--- config.mk ---
export PLATFORM = sky130hd
export DESIGN_NAME = bmd_ram
export DESIGN_NICKNAME = d
export VERILOG_FILES = /design/src/rtl/bmd_ram.sv
export SDC_FILE = /design/constraint.sdc
export NUM_CORES = 2
export LEC_CHECK = 0
export CELL_PAD_IN_SITES_DETAIL_PLACEMENT = 2
export CELL_PAD_IN_SITES_GLOBAL_PLACEMENT = 2
export CORE_ASPECT_RATIO = 1.75
export CORE_MARGIN = 4
export CORE_UTILIZATION = 51
export DETAILED_ROUTE_END_ITERATION = 8
export DONT_BUFFER_PORTS = 1
export HOLD_SLACK_MARGIN = 0.1
export PLACE_DENSITY = 0.78
export SYNTH_ARGS = -nofsm -noshare
export SYNTH_HDL_FRONTEND = slang
export SYNTH_SLANG_ARGS = --single-unit
--- constraint.sdc ---
create_clock -name clk_i -period 2.8 [get_ports clk_i]
set_input_delay 0.42 -clock clk_i [delete_from_list [all_inputs] [get_ports clk_i]]
set_output_delay 0.42 -clock clk_i [all_outputs]
set_load 0.05 [all_outputs]
--- src/rtl/bmd_ram.sv ---
module bmd_ram #(
  parameter int unsigned WIDTH = 8,
  parameter int unsigned DEPTH = 256
) (
  input  logic                                         clk_i,
  input  logic                                         we_i,
  input  logic [((DEPTH > 1) ? $clog2(DEPTH) : 1)-1:0] waddr_i,
  input  logic [WIDTH-1:0]                             wdata_i,
  input  logic [((DEPTH > 1) ? $clog2(DEPTH) : 1)-1:0] raddr_i,
  output logic [WIDTH-1:0]                             rdata_o
);

  logic [WIDTH-1:0] mem [DEPTH];

  always_ff @(posedge clk_i) begin
    if (we_i) begin
      mem[waddr_i] <= wdata_i;
    end
    rdata_o <= mem[raddr_i];
  end

endmodule

-- After elaboration in Yosys (flattened, before gate mapping)
Memory sizes are Yosys's and may differ from the RTL's. A register that Yosys moved wholly into a read port is not among the register bits.
Cells that the tools add are included.
W data, S select, Z words.
- mux-type cells: 2
- operator list (cell ; count):
    $mux W1 ; 2
- register bits after elaboration: 0
- bits in writable memories: 2048
- input port bits: 26
- output and inout bits: 8
- logic and storage cells: 3
- memories: 1
- memories (memory ; words ; bits a word ; rd ports ; clocked after memory_dff ; wr ports ; line ; text):
    mem ; 256 ; 8 ; 1 ; 1 ; 1 ; 13 ; logic [WIDTH-1:0] mem [DEPTH];

-- Longest topological paths before layout
- word-level depth: 2
- mapped depth: 11
- depth with buffers taken out: 6

-- Worst setup path before layout
OpenSTA, ideal clock, no wires.
- path kind: input to register
- start: input raddr_i[0] (netlist bit)
- end: register rdata_o[2], read port of mem
- setup time: 131 ps
- data arrival time: 2227 ps
- required time: 2669 ps
- slack: 442 ps
- stages: 9
- path buffers: 4
- cells stage by stage: buf_6 buf_12 buf_8 buf_2 mux4_2 a22oi_1 a21oi_1 nor4_1 nor4_2
- RTL lines (element ; line ; text):
    from (decl) ; 9 ; input logic [((DEPTH > 1) ? $clog2(DEPTH) : 1)-1:0] raddr_i,
    to (decl) ; 10 ; output logic [WIDTH-1:0] rdata_o

==> impl_metrics.ini <==
[die]
die_y_um = 530.5
start_util_pct = 51.37
rows = 191
core-area_um2 = 154900
die_area_um2 = 162600
io_pins = 34
die_x_um = 306.6

[logic_synthesis]
synth_fp_nets = 3759
synth-seq-area-share_pct = 77.50
synth_cells = 3733
ys_ff_latch = 2056
synth_area_leaders = edfxtp_1, mux4_2, mux2i_1
ys.flop_type = edfxtp_1
yosysTopAreaCell = edfxtp_1
avgSynthCellArea_um2 = 21.31
synth.most_common_cell = edfxtp_1
synthArstFlopShare_pct = 0
ys_types = 55
synth_edf_count = 2048
synth_area_um2 = 79560
synth_top_area_share_pct = 77.30
synth_commonest_cells = edfxtp_1, mux4_2, nor2_1, mux2i_1, a22oi_1
yosys_warnings = 0

[sta]
slew_headroom_pct = -378.0
period_share_pct = 274.6
layout_setup_ws_ps = -4889
hold_ws_ps = -322.6
period_needed_ps = 7689
skew_ps = 55.64
hold_viol_final = 360
fmax_mhz = 130.1
finalSetupViolations = 8
worst_pin_slew_ps = 7170
rsz0062_at_grt = false
drv_slew = 449

[placed_design]
portBuffers = 0
gp_congestion = 0.7978
dp_hpwl_um = 156200
place_inst = 5941

[cts]
clockBufferDepth = 4
cts.sinks = 2056
clk_latency_ps = 860
path_clk_slew_ps = 70
numCtsBuffers = 189
cts.htree.levels = 4
cts_tree = yes
root_buffer = clkbuf_16

[power]
p_switching_uw = 13950
power.leakage_uw = 0.02852
power_uw = 63550
p_comb_share_pct = 4.3
clkPwrFrac_pct = 42.1
p_int_uw = 49600
switching_share_pct = 21.95
ir_drop_v = 0.0006662
power_density_nw_per_um2 = 703.7
p_seq_share_pct = 53.6

[run]
cap_viol_max_count = 0

[worst_setup_path]
cp_data_arrival_time_ps = 8380
critPathMaxFanout = 578
end_kind = register
rrSetupSlack_ps = 10
worstSetupStartpointType = input port
r2r_cells = 6
required_ps = 3490
rr_startpoint = mem[237][2]
crit_type = in2reg
reg2reg_to = rdata_o[2]

[global_route]
antenna_found_initial = 7
grt_max_degree = 579
grt_use_total_pct = 35.55
grt_pass1_wl_um = 402700
overflow = 0
first_global_vias = 46590

[layout]
num-fill-cells = 12360
drive_gt1_share_pct = 27.15
instances_no_fill = 6293
layout-area-overhead-vs-synth_pct = 13.51
layout.nets = 4144

[min_path]
worst_hold_path_type = in2reg
hold_start = wdata_i[4]
hold_end = mem[75][4]
hold_path_depth = 0

[route]
num_vias = 44050
totalWireLength_um = 289200
routed_via_density = 7.000
drc_errors = 0
dr.pass1.iters = 5
antenna_left = 0
routedWlPerCell_um = 45.95
drt-initial-drc-count = 6788

[run_status]
status = complete, but fails checks
violations = negative hold slack, max-slew violations, negative setup slack
[state kept, by name, indices dropped and copies added (netlist names)]
signal,count
mem,2048
rdata_o,8
[through the flow]
stage	setup TNS [ps]	instance area, µm²	setup slack [ps]	hold slack [ps]	util [%]
after floorplan	0	79560	442.1	518.9	-
after global placement	-3098	84010	-865.1	557.3	54.25
after detailed placement	-2769	84030	-849.5	536.6	54.26
after CTS	0	90080	40.82	-356.2	58.17
after global routing	0	90290	17.90	-353.3	58.31
final	-37070	90300	-4889	-322.6	58.31
[critical path, stage by stage]
cell and delay, ps:
mux4_2 3060, o22a_1 280, o21ai_0 160, buf_4 200, a2111oi_1 80, dlygate4sd3_1 600
nor3_2 170, nor4_2 90
[cells by family (layout without fill, tap and decap cells)]
group	after synthesis	count (layout)	synth area share, %
flops	2056	2056	77.50
simple gates	466	466	2.628
other cells	0	6	0
buf+inv	235	763	1.831
mux	591	591	14.62
compound gates	385	385	3.419
[placed cells by master, fill, tap and decap left out, types with 12 or more instances in the layout]
master,instances
edfxtp_1,2048
nand2_1,33
o22ai_1,28
clkbuf_1,26
a221oi_1,12
clkinv_1,57
nor2b_1,28
mux2i_1,134
a22oi_1,132
clkinv_2,23
o221ai_1,46
a211oi_1,16
nor3_1,17
nand3_1,34
nor2_1,279
clkbuf_16,192
buf_4,398
mux4_2,454
a21oi_1,96
bufinv_16,19
nor4_1,20
buf_12,16
[per-layer routing]
metal | GRT usage, % | up-vias | routed length, µm
li1 | - | 16400 | -
met4 | 18.41 | 0 | 18940
met2 | 60.37 | 3167 | 146400
met5 | 0 | - | 0
met3 | 5.795 | 771 | 24460
met1 | 44.40 | 23710 | 99350
[worst max path at each step]
| stage | from | end | slack [ps] | cells after the start |
|---|---|---|---|---|
| finish | raddr_i[0] | rdata_o[2] | -4890 | 8 |
| global route | mem[161][2] | rdata_o[2] | 20 | 8 |
| CTS | mem[57][6] | rdata_o[6] | 40 | 7 |
| detailed placement | raddr_i[0] | rdata_o[5] | -850 | 6 |
| global placement | raddr_i[0] | rdata_o[0] | -870 | 5 |
| floorplan | raddr_i[0] | rdata_o[2] | 440 | 9 |
[power by group through the flow]
stage / Clock, µW / Sequential, µW / Combinational (µW)
after floorplan: 0 / 34700 / 1650
after global placement: 0 / 34700 / 1980
after detailed placement: 0 / 34700 / 2110
after CTS: 27000 / 34100 / 2210
after global routing: 28200 / 34100 / 2550
final: 26800 / 34100 / 2710
[repair_timing]
| item | CTS | global route |
|---|---|---|
| buffers inserted | 0 | 0 |
| endpoints found under the hold margin | 2057 | 1729 |
| endpoints found under the setup margin | 3 | 3 |
| hold buffers | 4 | 8 |
| gates cloned | 0 | 0 |
| pin swaps | 0 | 0 |
| resized for setup | 5 | 5 |
[final cells by class]
class                           instances  area [µm²]  share of cell area, %
Timing Repair Buffer                  427        3538                  3.918
Inverter                                2       7.507               0.008313
Antenna cell                            6       15.01                0.01663
Clock inverter                        111        1017                  1.126
Sequential cell                      2056       61660                  68.28
Tap cell                             2026        2535                  2.807
Clock buffer                          223        4971                  5.505
Multi-Input combinational cell       1442       16560                  18.34
Note: power is estimated with default switching activity, not from simulation.
