## src/rtl/bmd_pkg.sv

```systemverilog
package bmd_pkg;

  // Fixed field and storage widths
  localparam int unsigned PIX_W      = 8;
  localparam int unsigned HIST_BINS  = 256;
  localparam int unsigned HIST_AW    = 8;
  localparam int unsigned HIST_CNT_W = 23;
  localparam int unsigned BSUM_W     = 18;
  localparam int unsigned TOT_W      = 30;
  localparam int unsigned SQS_W      = 38;
  localparam int unsigned NPIX_W     = 25;
  localparam int unsigned B4_W       = 25;
  localparam int unsigned FBB_W      = 20;
  localparam int unsigned QIDX_W     = 13;

  localparam logic [BSUM_W-1:0] BSUM_CAP = 18'h3FFFF;
  localparam logic [14:0]       SQ_CAP   = 15'h7FFF;

  // Shift-add multiplier shape
  localparam int unsigned MUL_A_W = 40;
  localparam int unsigned MUL_B_W = 32;
  localparam int unsigned MUL_P_W = 72;

  // Default capacities
  localparam int unsigned DEF_MAX_BLOCKS = 8192;
  localparam int unsigned DEF_MAX_PIXELS = 4194304;

  // Register reset values
  localparam logic [6:0] RST_BLOCK_SIZE    = 7'd16;
  localparam logic [8:0] RST_BLOCKS_ACROSS = 9'd40;
  localparam logic [8:0] RST_BLOCKS_DOWN   = 9'd30;
  localparam logic [7:0] RST_MOTION_FLOOR  = 8'd10;

  typedef enum logic [1:0] {
    REG_BLOCK_SIZE    = 2'd0,
    REG_BLOCKS_ACROSS = 2'd1,
    REG_BLOCKS_DOWN   = 2'd2,
    REG_MOTION_FLOOR  = 2'd3
  } reg_idx_e;

  typedef enum logic {
    CMD_PIXEL = 1'b0,
    CMD_QUERY = 1'b1
  } cmd_e;

  typedef enum logic {
    KIND_STATS = 1'b0,
    KIND_QUERY = 1'b1
  } kind_e;

  typedef struct packed {
    logic               start;
    logic [MUL_A_W-1:0] a;
    logic [MUL_B_W-1:0] b;
  } mul_req_t;

  typedef struct packed {
    logic               busy;
    logic               done;
    logic [MUL_P_W-1:0] p;
  } mul_rsp_t;

endpackage

```

## src/rtl/bmd_mul.sv

```systemverilog
module bmd_mul (
  input  logic               clk_i,
  input  logic               rst_ni,
  input  bmd_pkg::mul_req_t  req_i,
  output bmd_pkg::mul_rsp_t  rsp_o
);

  import bmd_pkg::*;

  logic               busy_q;
  logic               done_q;
  logic [MUL_P_W-1:0] a_q;
  logic [MUL_B_W-1:0] b_q;
  logic [MUL_P_W-1:0] acc_q;

  // One multiplier bit per cycle; stop once no set bits remain.
  always_ff @(posedge clk_i or negedge rst_ni) begin
    if (!rst_ni) begin
      busy_q <= 1'b0;
      done_q <= 1'b0;
    end else if (req_i.start) begin
      busy_q <= 1'b1;
      done_q <= 1'b0;
    end else if (busy_q) begin
      if ((b_q >> 1) == '0) begin
        busy_q <= 1'b0;
        done_q <= 1'b1;
      end
    end else begin
      done_q <= 1'b0;
    end
  end

  always_ff @(posedge clk_i) begin
    if (req_i.start) begin
      a_q   <= MUL_P_W'(req_i.a);
      b_q   <= req_i.b;
      acc_q <= '0;
    end else if (busy_q) begin
      acc_q <= acc_q + (b_q[0] ? a_q : '0);
      a_q   <= a_q << 1;
      b_q   <= b_q >> 1;
    end
  end

  assign rsp_o.busy = busy_q;
  assign rsp_o.done = done_q;
  assign rsp_o.p    = acc_q;

endmodule
```

## config.mk

```make
export PLATFORM = sky130hd
export DESIGN_NAME = bmd_mul
export DESIGN_NICKNAME = d
export VERILOG_FILES = /design/src/rtl/bmd_pkg.sv /design/src/rtl/bmd_mul.sv
export SDC_FILE = /design/constraint.sdc
export NUM_CORES = 1
export LEC_CHECK = 0
export BUFFER_PORTS_ARGS = -buffer_cell sky130_fd_sc_hd__buf_2
export CORE_MARGIN = 3
export CORE_UTILIZATION = 40
export CTS_CLUSTER_DIAMETER = 50
export DETAILED_ROUTE_END_ITERATION = 10
export GPL_TIMING_DRIVEN = 0
export PLACE_DENSITY = 0.67
export RECOVER_POWER = 25
export SLEW_MARGIN = 25
export SYNTH_ARGS = -nofsm -noshare
export SYNTH_HDL_FRONTEND = slang
export SYNTH_SLANG_ARGS = --single-unit
```

## constraint.sdc

```tcl
create_clock -name clk_i -period 9.9 [get_ports clk_i]
set_input_delay 0 -clock clk_i [delete_from_list [all_inputs] [get_ports clk_i]]
set_output_delay 0 -clock clk_i [all_outputs]
set_load 0.02 [all_outputs]
```

# Word-level counts from Yosys, hierarchy flattened
# Index checks and enable logic that the tools add are counted.
# classes
n_eq_ne	1
reduce_logical	2
n_mux	11
n_addsub	1
# ops
op	count
2-to-1 mux 40 bit	2
adder 72 bit	1
2-to-1 mux 72 bit	1
2-to-1 mux 32 bit	2
logical NOT 32 bit	1
2-to-1 mux 1 bit	6
inequality test 3 x 2 -> 1 bit (second input constant)	1
nonzero test 2 bit	1
# totals
inputBits	75
word_cells	21
reg_bits	178

# Depth between registers and ports, before layout
# Gate-level depths: netlist of run 1.
# depth
ltp_word	4
depth_mapped	15
depth_no_buf	13

# Worst setup path after synthesis of run 1
# OpenSTA, ideal clock, no wires.
# synth_path
path_type	flip-flop to flip-flop
from	register b_q[0]
to	register acc_q[69]
path_stages_with_launch	16
required_ns	9.827
arrival_ns	3.417
path_buffers	3
setup_slack_ns	6.410
path_cell_list	edfxtp_1 -> clkbuf_1 -> clkbuf_1 -> and2_1 -> ha_1 -> buf_2 -> nand4_2 -> or3_1 -> a211oi_2 -> o2111a_1 -> nor3_1 -> o31a_1 -> o31ai_4 -> a31oi_1 -> or4_1 -> o211ai_2
# synth_via
elab_chain_len	2
# synth_lines
element	line	text
from (decl)	bmd_mul.sv:13	logic [MUL_B_W-1:0] b_q;
from (signal assigned)	bmd_mul.sv:37	b_q <= req_i.b;
from (signal assigned)	bmd_mul.sv:42	b_q <= b_q >> 1;
2-to-1 mux 72 bit	bmd_mul.sv:40	acc_q <= acc_q + (b_q[0] ? a_q : '0);
adder 72 bit	bmd_mul.sv:40	
to (signal assigned)	bmd_mul.sv:40	
to (decl)	bmd_mul.sv:14	logic [MUL_P_W-1:0] acc_q;
# No other way between the ends.
# A chain may end at the register's enable or synchronous reset.

# Worst setup path after layout of run 1
# layout_path
from	register b_q[0]
to	register acc_q[65]
# Same word-level chain as after synthesis.

==> results.md, run 1 <==
- Reg-to-Reg Start: b_q[0]
- Final setup viols: 0
- GRT Util Overall: a little over a fifth
- Drt total wl: around 32,000 um
- Depth of the worst register-to-register path: 14
- Die ar.: 0.0303 sq mm
- Wire per inst: between 15 and 20 um
- Fmax: between 200 and 250 MHz
- Pin count of the biggest net entering global routing: 53
- Sw power: around 0.84 mW
- Filler Cell Count: roughly 2,600
- Part of the power in registers: approximately 40%
- Unrepaired setup endpoints after global routing: no
- CTS tree: yes
- Post-synth ARST share: approximately 1.1%
- Area after DPL: 0.0125 sq mm
- Starting Density: 41.3%
- Tmin final: ~4.9 ns
- Top_reg_cell synth: dfxtp_1
- Clock power frac: a little under a third
- Residual DRC count: 0
- Setup crit start: b_q[0]
- CTS root buffer: clkbuf_16
- Clock Latency Late Sink: 0.46 ns
- Worst endpoint required time: around 10 ns
- R2r setup slk: 4.96 ns
- Worst-path clk slew: roughly 0.090 ns
- Hold depth: 4
- Setup crit end kind: flip-flop
- Gr ovfl total: 0
- Post-DP HPWL: 23,900 um
- Syn Area/Cell: around 9 sq um
- Pre-antenna DRT Iters: 5
- CTS Buffer Depth: 2
- Final Power: between 2 and 2.5 mW
- CP Data Arrival Time: approximately 5.3 ns
- IO Count: 149
- WHS Endpoint: acc_q[68]
- Iter 0 DRT Violations: 876
- Yosys reg bits: 178
- Final Cycle Share: about 50%
- Die Span Y: between 150 and 200 um
- Post-synthesis cell count: around 1,200
- PwrDens: ~170 mW/mm^2
- Outcome: completed
- # diodes: 0
- Clock Sink Count: 178
- Mapped Area: approximately 0.011 sq mm
- Via density: 5.44
- Logic pwr share: about 29%
- Hold slack: between 0.1 and 0.15 ns
- Critical path peak fanout: 10
- Hold_sp: req_i[72]
- Vias in the first global route: 10,200
- CP Class: flip-flop to flip-flop
- Final Cell Area: roughly 0.014 sq mm
- # H-tree levels: 4
- Layout cells sized above 1: roughly an eighth
- Sw frac: ~36%
- Reg-to-Reg End: acc_q[65]
- Port bufs: ~150
- Slew HR: between 20% and 30%
- Initial antenna violation count: 1
- Mapped Nets: 1,386
- Post-synth EDFFs: roughly 70
- TritonCTS buffer count: 17
- First-pass GRT wire length: 52,400 um
- Core Region: 0.0274 sq mm
- Register area share after synthesis: ~38%
- Leak: approximately 6.0 nW
- Die X: around 170 um
- Peak supply drop: roughly 0.00014 V
- DR vias: between 10,000 and 15,000
- Fin nets: between 1,500 and 2,000
- Type of the tightest min-delay check: input port to flip-flop
- Setup tns final: 0 ns
- Synth cell types: 63
- Final hold viol count: 0
- Post-CTS Setup Inserts: 0
- DRT antenna net count: 0
- Slew @ Worst Pin: ~1.1 ns
- Area Overhead vs Synth: 22.2%
- CP Launch Type: flip-flop
- Skew final: roughly 0.023 ns
- RD Place Congestion: approximately 0.94
- Synthesis Warnings: 0
- Max Cap Viol: 0
- Pint: around 1.5 mW
- Final Slew Violations: 0
- Num rows: 60
==> synth_stat cells (3+ instances only) <==
| master | n | area share, % |
|---|---|---|
| o31ai_1 | 3 | 0.20 |
| nand4_1 | 23 | 1.3 |
| nand3_1 | 11 | 0.49 |
| xor2_1 | 19 | 1.5 |
| o21ai_0 | 74 | 3.3 |
| a31oi_1 | 8 | 0.44 |
| dfxtp_1 | 104 | 18 |
| a21o_1 | 33 | 2.2 |
| a22o_1 | 3 | 0.23 |
| and2_1 | 75 | 4.1 |
| or2_2 | 3 | 0.17 |
| buf_2 | 6 | 0.27 |
| o211ai_1 | 8 | 0.53 |
| xnor2_1 | 43 | 3.3 |
| a221o_1 | 3 | 0.27 |
| or4_1 | 3 | 0.20 |
| o2111ai_1 | 3 | 0.23 |
| a21boi_0 | 3 | 0.20 |
| a21oi_1 | 96 | 4.2 |
| nor4_1 | 9 | 0.50 |
| o22ai_1 | 5 | 0.28 |
| nor3_1 | 19 | 0.84 |
| and3_1 | 6 | 0.33 |
| inv_1 | 23 | 0.76 |
| mux2_2 | 70 | 7.0 |
| mux2i_1 | 55 | 4.9 |
| o21bai_1 | 16 | 1.1 |
| edfxtp_1 | 72 | 19 |
| a221oi_1 | 4 | 0.31 |
| ha_1 | 71 | 7.9 |
| or3_1 | 7 | 0.39 |
| nor2b_1 | 4 | 0.22 |
| nand2_1 | 98 | 3.3 |
| o21a_1 | 12 | 0.80 |
| clkbuf_1 | 56 | 1.9 |
| and4_1 | 3 | 0.23 |
| a211oi_1 | 17 | 1.1 |
| nor2_1 | 134 | 4.4 |
| buf_1 | 5 | 0.17 |
==> worst max-delay path, cell delays in order, from the launching register on <==
cell and delay [ns]:
edfxtp_1 0.33, clkbuf_1 0.59, clkbuf_1 0.40, and2_1 0.24
ha_1 0.25, a211o_1 0.27, a21oi_1 0.27, a21oi_1 0.22
o2111a_1 0.31, nor3_1 0.70, o31a_1 0.40, o31ai_4 0.14
a31oi_1 0.38, xnor2_1 0.19, o21ai_0 0.09
==> kinds of logic after synthesis <==
kind of cell	after synthesis	synth area share [%]
simple gates	399	16.8
mux	125	11.8
fa+ha+maj	72	8.03
flops	178	38.0
buf+inv	93	3.22
xor+xnor	62	4.80
compound gates	310	17.3
==> layout by cell type, fill, tap and decap left out, types with 7 or more instances in the layout <==
| master | synthesis | routed |
|---|---|---|
| nor2_1 | 134 | 134 |
| clkbuf_1 | 56 | 131 |
| dfxtp_1 | 104 | 104 |
| nand2_1 | 98 | 98 |
| a21oi_1 | 96 | 96 |
| buf_2 | 6 | 79 |
| o21ai_0 | 74 | 74 |
| dlygate4sd3_1 | 0 | 74 |
| and2_1 | 75 | 73 |
| edfxtp_1 | 72 | 72 |
| ha_1 | 71 | 71 |
| mux2_2 | 70 | 70 |
| mux2i_1 | 55 | 55 |
| xnor2_1 | 43 | 43 |
| a21o_1 | 33 | 33 |
| nand4_1 | 23 | 23 |
| inv_1 | 23 | 22 |
| nor3_1 | 19 | 19 |
| xor2_1 | 19 | 19 |
| a211oi_1 | 17 | 17 |
| clkbuf_16 | 0 | 17 |
| o21bai_1 | 16 | 16 |
| o21a_1 | 12 | 12 |
| nand3_1 | 11 | 11 |
| nor4_1 | 9 | 9 |
| a31oi_1 | 8 | 8 |
| o211ai_1 | 8 | 8 |
| or3_1 | 7 | 7 |
==> flip-flops by register name, summed over array words and instances, names as in the netlist <==
name	count
busy_q	1
acc_q	72
b_q	32
done_q	1
a_q	72
==> power by group through the flow <==
stage	clock network [mW]	logic [mW]	registers (mW)
2_1_floorplan	0	0.412	0.966
3_3_place_gp	0	0.630	0.927
3_5_place_dp	0	0.636	0.928
4_1_cts	0.739	0.664	0.912
5_1_grt	0.773	0.731	0.925
6_report	0.725	0.657	0.914
==> area by class of cell <==
cell class / count / area, sq um / area share (%)
plain buffers: 69 / 274 / 1.98
well taps: 372 / 465 / 3.37
inverters: 24 / 92.6 / 0.670
clock inverters: 15 / 206 / 1.49
flip-flops and latches: 178 / 4290 / 31.1
clock buffers: 17 / 425 / 3.08
repair buffers: 223 / 1420 / 10.2
multi-input cells: 968 / 6650 / 48.1
==> timing repair <==
item / 4_1_cts / 5_1_grt
hold buffers: 74 / 0
gates resized for setup: 0 / 0
hold endpoints to repair: 74 / 0
==> stage by stage <==
| stage | setup WS, ns | std cells | utilization [%] |
|---|---|---|---|
| after floorplan | 6.41 | 1239 | - |
| after CTS | 5.05 | 1866 | 50.8 |
| final | 4.96 | 1866 | 50.4 |
| after global placement | 5.03 | 1759 | 45.7 |
| after global routing | 4.76 | 1866 | 50.4 |
| after detailed placement | 5.10 | 1760 | 45.8 |
==> routing by layer <==
layer	GRT usage, %	up-vias	wire length, um
li1	-	4999	-
met2	35.7	303	15100
met5	0	-	18
met1	28.0	4800	14600
met3	4.91	48	2030
met4	5.36	2	563
==> worst max path at each step <==
stage,end,slack [ns],depth (start not counted)
after floorplan,acc_q[69],6.41,15
after global placement,acc_q[65],5.03,14
after detailed placement,acc_q[65],5.10,14
after CTS,acc_q[65],5.05,14
after global routing,acc_q[71],4.76,15
final,acc_q[65],4.96,14
No activity file was read; power rests on OpenSTA's default activity.
==> inputs of run 2 (changes only) <==
--- a/config.mk
+++ b/config.mk
@@ -11,7 +11,7 @@
 export CTS_CLUSTER_DIAMETER = 50
 export DETAILED_ROUTE_END_ITERATION = 10
 export GPL_TIMING_DRIVEN = 0
-export PLACE_DENSITY = 0.67
+export PLACE_DENSITY = 0.69
 export RECOVER_POWER = 25
 export SLEW_MARGIN = 25
 export SYNTH_ARGS = -nofsm -noshare
==> constraint.sdc (replaced) <==
create_clock -name clk_i -period 4.4 [get_ports clk_i]
set_input_delay 0 -clock clk_i [delete_from_list [all_inputs] [get_ports clk_i]]
set_output_delay 0 -clock clk_i [all_outputs]
set_load 0.02 [all_outputs]
==> results.md, run 2 (synthesis gave the netlist of run 1 again) <==
- Outcome: completed
- Most frequent cells in the layout: nor2_1, clkbuf_1, dfxtp_1, nand2_1, a21oi_1
- Final Power: 5.11 mW (+120%)
- Wire per inst: 17.1 um (-1.3%)
- Starting Density: 41.3% (unchanged)
- Die ar.: 0.0303 sq mm (unchanged)
- Vias in the first global route: 10,000 (-1.6%)
- Setup crit start: b_q[0]
- Post-DP HPWL: 23,800 um (-0.55%)
- Layout cells sized above 1: 13.7% (+0.77 points)
- Num rows: 60 (unchanged)
- CTS root buffer: clkbuf_16
- Port bufs: 148 (unchanged)
- Pre-antenna DRT Iters: 5 (unchanged)
- TritonCTS buffer count: 17 (unchanged)
- CTS Buffer Depth: 2 (unchanged)
- Iter 0 DRT Violations: 690 (-21%)
- Clock Latency Late Sink: 0.45 ns (about the same)
- Area after DPL: 0.0125 sq mm (unchanged)
- Depth of the worst register-to-register path: 15 (+1)
- Commonest non-fill, non-tap cell in the layout: nor2_1
- CP dominant cell by count: clkbuf_1
- Reg-to-Reg End: acc_q[69]
- Final Cell Area: 0.0139 sq mm (+0.37%)
- Die Span Y: 174 um (unchanged)
- Pin count of the biggest net entering global routing: 53 (unchanged)
- Area Overhead vs Synth: 22.7%
- GRT Util Overall: 20.8% (-0.58 points)
- # H-tree levels: 4 (unchanged)
- Worst-path clk slew: 0.08 ns (about the same)
- Max Cap Viol: 0 (unchanged)
- Skew final: 0.0243 ns (+0.00167 ns)
- Core Region: 0.0274 sq mm (unchanged)
- Initial antenna violation count: 1 (unchanged)
- PwrDens: 368 mW/mm^2 (+120%)
- Critical path peak fanout: 10 (unchanged)
- Largest registers: a_q x72, acc_q x72, b_q x32
- Slew @ Worst Pin: 1.06 ns (-0.0269 ns)
- Hold_sp: req_i[72]
- Slew HR: 29.4% (+1.8 points)
- First-pass GRT wire length: 51,100 um (-2.4%)
- DRT antenna net count: 0 (unchanged)
- Final hold viol count: 0 (unchanged)
- CP Data Arrival Time: 4.55 ns (-0.71 ns)
- Fmax: 239 MHz (+18%)
- Hold depth: 4 (unchanged)
- Final Slew Violations: 0 (unchanged)
- Drt total wl: 31,800 um (-1.5%)
- R2r setup slk: 0.22 ns (-4.74 ns)
- RD Place Congestion: 0.926 (-1.2%)
- Setup tns final: 0 ns (unchanged)
- Final Cycle Share: 95.0% (+45 points)
- Clock Sink Count: 178 (unchanged)
- Residual DRC count: 0 (unchanged)
- Tmin final: 4.18 ns (-0.758 ns)
- Reg-to-Reg Start: b_q[0]
- Final setup viols: 0 (unchanged)
- Leak: 6.00 nW (+0.23%)
- DR vias: 10,100 (-0.84%)
- Via density: 5.40 (-0.68%)
- WHS Endpoint: acc_q[68]
- Gr ovfl total: 0 (unchanged)
- Max stage delay on crit path: 0.54 ns (-0.16 ns)
- Peak supply drop: 0.000228 V (+63%)
- Type of the tightest min-delay check: input port to flip-flop
- Setup crit end kind: flip-flop
- CP Launch Type: flip-flop
- CP Cell Sequence: buf_4, clkbuf_1, and2_1, ha_1, clkbuf_1, nand2_1, nor4_4, a221oi_1, o21ai_1, nor3_4, o31a_1, o31ai_4, a31oi_1, or4_1, o211ai_2
- CTS tree: yes
- Crit path max-delay family: compound AO/OA/AOI/OAI gates
- Die X: 174 um (unchanged)
- Worst endpoint required time: 4.77 ns (-5.45 ns)
- CP Class: flip-flop to flip-flop
- Fin nets: 1,624 (-0.25%)
- Crit path buf inv count: 3 (+1)
- Slowest cell on crit path: edfxtp_1
- IO Count: 149 (unchanged)
[run 2: cell count changes in the layout (fill, tap and decap cells not counted), sizes merged]
cell,before,now
buf,87,89
clkinvlp,0,2
diode,0,1
inv,34,28
clkinv,5,9
clkbuf,148,142
[run 2: through the flow]
stage          utilization [%]  worst slack (ns)  hold WS [ns]  std cells
2_1_floorplan                -             0.910        -0.296       1239
3_3_place_gp              45.7            -0.368        -0.196       1759
3_5_place_dp              45.8            -0.428        -0.202       1760
4_1_cts                   50.8            0.0295        0.0182       1867
5_1_grt                   50.6          -0.00973         0.131       1862
6_report                  50.6             0.219        0.0760       1863
[run 2: how the worst max path moves through the flow]
stage	endpoint	slack, ns	depth (start not counted)
global route	acc_q[69]	-0.01	15
CTS	acc_q[69]	0.03	14
global placement	acc_q[65]	-0.37	14
finish	acc_q[69]	0.22	15
floorplan	acc_q[69]	0.91	15
detailed placement	acc_q[65]	-0.43	14
[run 2: timing repair]
item,in CTS,in global routing
endpoints found under the setup margin,19,17
pin swaps,0,0
hold buffers,74,0
gates resized for setup,1,16
buffers inserted,2,0
endpoints found under the hold margin,74,0
[run 2: final cells by class]
cell class	instances	area, sq um
Buffer	63	254
Clock buffer	17	425
Timing Repair Buffer	225	1430
Inverter	24	92.6
Antenna cell	1	2.50
Sequential cell	178	4290
Multi-Input combinational cell	968	6710
Clock inverter	15	199
Tap cell	372	465
Fill cell	2581	13500
[run 2: power breakdown]
group          leakage (nW)  internal (mW)  total, mW  switching [mW]
Combinational          4.07          0.586       1.48           0.890
Sequential             1.64           1.91       2.06           0.153
Clock                 0.292          0.779       1.58           0.798
Total                  6.00           3.27       5.11            1.84
[run 2: routing by layer]
metal | track usage, % | part of all wire [%]
met1 | 27.7 | 46
met2 | 34.4 | 47
met3 | 4.24 | 5.8
met4 | 5.50 | 1.7
met5 | 0 | 0.028
[run 2: worst reg2reg max path: cells and delay by family (launching register included)]
kind | cells | cell delay [ns]
DFF | 1 | 0.54
adders and majority gates | 1 | 0.26
buffers and inverters | 3 | 0.65
AOI/OAI and AO/OA | 6 | 1.42
and+or+nand+nor | 5 | 1.25
==> inputs of run 3 (changes only) <==
--- a/config.mk
+++ b/config.mk
@@ -5,13 +5,14 @@
 export SDC_FILE = /design/constraint.sdc
 export NUM_CORES = 1
 export LEC_CHECK = 0
+export ABC_AREA = 1
 export BUFFER_PORTS_ARGS = -buffer_cell sky130_fd_sc_hd__buf_2
 export CORE_MARGIN = 3
 export CORE_UTILIZATION = 40
 export CTS_CLUSTER_DIAMETER = 50
 export DETAILED_ROUTE_END_ITERATION = 10
 export GPL_TIMING_DRIVEN = 0
-export PLACE_DENSITY = 0.69
+export PLACE_DENSITY = 0.68
 export RECOVER_POWER = 25
 export SLEW_MARGIN = 25
 export SYNTH_ARGS = -nofsm -noshare
==> results.md, run 3 <==
- Outcome: completed
- Vias in the first global route: 13,000 (+30%)
- Largest registers: a_q x72, acc_q x72, b_q x32
- Clock Latency Late Sink: 0.46 ns (about the same)
- Commonest non-fill, non-tap cell in the layout: nand2_1
- Top_reg_cell synth: dfxtp_1
- CTS Buffer Depth: 2 (unchanged)
- Yosys top cell by area: nand2_1
- Area of the multi-input gates: 0.00716 sq mm (+6.6%)
- Final hold viol count: 0 (unchanged)
- Pin count of the biggest net entering global routing: 47 (-11%)
- Starting Density: 41.0% (-0.24 points)
- Core Region: 0.0320 sq mm (+17%)
- Yosys reg bits: 178 (unchanged)
- Sw power: 1.28 mW (-31%)
- Max Cap Viol: 0 (unchanged)
- Share of the synthesized area in the top cell type: 25.4% (+6.3 points)
- Die ar.: 0.0350 sq mm (+15%)
- Hold slack: 0.291 ns (+0.215 ns)
- Synthesis Warnings: 0 (unchanged)
- Met2 Wirelength: 19,000 um (+27%)
- CP Data Arrival Time: 4.17 ns (-0.38 ns)
- DP Worst Slack: 0.683 ns (+1.11 ns)
- Fin nets: 2,513 (+55%)
- Filler Cell Count: 3,350 (+30%)
- Fmax: 262 MHz (+9.5%)
- Gr ovfl total: 0 (unchanged)
- Met3 WL: 3400 um (+84%)
- Skew final: 0.0119 ns (-0.0124 ns)
- Synth cell types: 38 (-40%)
- Worst endpoint required time: 4.75 ns (-0.02 ns)
- Post-synth EDFFs: 72 (unchanged)
- Worst-path clk slew: 0.07 ns (about the same)
- Post-DP HPWL: 34,800 um (+46%)
- # H-tree levels: 4 (unchanged)
- Post-synth ARST share: 1.12% (unchanged)
- Die Span Y: 187 um (+7.4%)
- Top cells by count, synth: nand2_1, inv_1, nor2_1
- # diodes: 0 (-1)
- Highest Signal Layer: met4
- Via density: 4.86 (-10%)
- CP Class: flip-flop to flip-flop
- Mapped Nets: 2,271 (+64%)
- Slew @ Worst Pin: 1.01 ns (-0.0484 ns)
- Final non-filler cell total: 2,814 (+51%)
- Wire per inst: 15.7 um (-8.4%)
- RD Place Congestion: 1.00 (+8.5%)
- Layout cells sized above 1: 8.74% (-4.9 points)
- Count leader, synth: nand2_1
- Num rows: 65 (+8.3%)
- IO Count: 149 (unchanged)
- Final Cell Area: 0.0157 sq mm (+13%)
- Residual DRC count: 0 (unchanged)
- GRT Util Overall: 24.8% (+4.0 points)
- Syn Area/Cell: 6.17 sq um (-32%)
- Type of the tightest min-delay check: input port to flip-flop
- Most frequent cells in the layout: nand2_1, inv_1, nor2_1, a21oi_1, dfxtp_1
- Drt total wl: 44,000 um (+38%)
- Clock Sink Count: 178 (unchanged)
- TritonCTS buffer count: 17 (unchanged)
- Sequential cell area: 0.00429 sq mm (unchanged)
- Initial antenna violation count: 0 (-1)
- Mapped Area: 0.0131 sq mm (+16%)
- Leak: 8.32 nW (+39%)
- DR vias: 13,700 (+36%)
- Inst Count DP: 2,708 (+54%)
- Met1 Routed Length: 20,600 um (+42%)
- Port bufs: 148 (unchanged)
- Ranking of synthesized cells by area: nand2_1, edfxtp_1, dfxtp_1
- Sw frac: 29.4% (-6.6 points)
- Iter 0 DRT Violations: 1,115 (+62%)
- Critical path peak fanout: 10 (unchanged)
- Area after DPL: 0.0144 sq mm (+15%)
- PnR worst setup slack: 0.583 ns (+0.364 ns)
- Die X: 187 um (+7.4%)
- Register area share after synthesis: 32.7% (-5.2 points)
- DRT antenna net count: 0 (unchanged)
- Tmin final: 3.82 ns (-0.364 ns)
- Pre-antenna DRT Iters: 8 (+3)
- Setup crit end kind: flip-flop
- Pint: 3.07 mW (-6.3%)
- Part of the power in registers: 44.3% (+4.0 points)
- PwrDens: 276 mW/mm^2 (-25%)
- Logic pwr share: 17.9% (-11 points)
- Clock power frac: 37.8% (+6.9 points)
- CTS tree: yes
- Post-synthesis cell count: 2,124 (+71%)
- Final setup viols: 0 (unchanged)
- Peak supply drop: 0.000284 V (+25%)
- Slew HR: 32.6% (+3.2 points)
- First-pass GRT wire length: 68,600 um (+34%)
- R2r setup slk: 0.58 ns (+0.36 ns)
- CTS root buffer: clkbuf_16
- CP Launch Type: flip-flop
- Final Slew Violations: 0 (unchanged)
- Final Cycle Share: 86.8% (-8.3 points)
- Unrepaired setup endpoints after global routing: no
- Area Overhead vs Synth: 19.8%
run 3: path summary, 6_finish.rpt:
check | from | endpoint | cells after the start
setup reg to reg | b_q[0] | acc_q[63] | 18
min in group asynchronous | rst_ni | done_q | 3
setup / recovery | b_q[0] | acc_q[63] | 18
hold reg to reg | acc_q[14] | acc_q[14] | 2
max in group asynchronous | rst_ni | busy_q | 3
hold / removal | req_i[72] | acc_q[9] | 5
run 3: cell families after synthesis:
kind of cell    Yosys count  synth area share, %
xor+xnor                  2                0.134
compound gates          236                 9.80
buf+inv                 440                 12.7
fa+ha+maj                72                 6.93
simple gates           1196                 37.7
flops                   178                 32.7
run 3: layer usage:
metal  track usage, %  up-vias
met5                0        -
met4             7.59        0
met3             5.53       59
met2             38.7      434
met1             34.2     6134
li1                 -     7059
run 3: area by class of cell:
type	instances	share of cell area, %
timing repair buffer	223	9.07
inverter	393	9.39
multi-input combinational	1506	45.5
tap	435	3.46
clock inverter	12	0.955
clock buffer	20	3.04
sequential	178	27.3
buffer	47	1.23
run 3: through the flow:
step / setup TNS (ns) / util [%] / total power [mW]
6_report: 0 / 49.2 / 4.34
4_1_cts: 0 / 49.4 / 4.37
5_1_grt: 0 / 49.2 / 4.54
2_1_floorplan: 0 / - / 2.42
3_5_place_dp: 0 / 45.1 / 2.68
3_3_place_gp: -20.85 / 45.0 / 2.67
run 3: timing repair:
action                                 in CTS  in global routing
setup buffers                               0                  0
resized for setup                           0                  0
endpoints found under the hold margin      74                  0
hold buffers                               74                  0
run 3: power groups by stage:
stage | Clock, mW | Sequential (mW) | Combinational (mW)
final | 1.64 | 1.92 | 0.778
after floorplan | 0 | 2.00 | 0.423
after global routing | 1.74 | 1.94 | 0.867
after detailed placement | 0 | 1.96 | 0.729
after CTS | 1.67 | 1.92 | 0.782
after global placement | 0 | 1.95 | 0.714
run 3: worst max-delay path, stage by stage (launching register included):
cell and delay (ns):
edfxtp_1 0.32, clkbuf_1 0.73, clkbuf_1 0.62, nand2_1 0.10, inv_1 0.09, ha_1 0.23
nand2_1 0.13, nor2_1 0.21, nand2_1 0.09, nand3_2 0.14, nand2_1 0.08, nand2_1 0.16
nand2_1 0.08, nand2_1 0.25, nand2_1 0.18, nand2_1 0.10, nand2_1 0.05, nand3_1 0.10
nand2_1 0.06
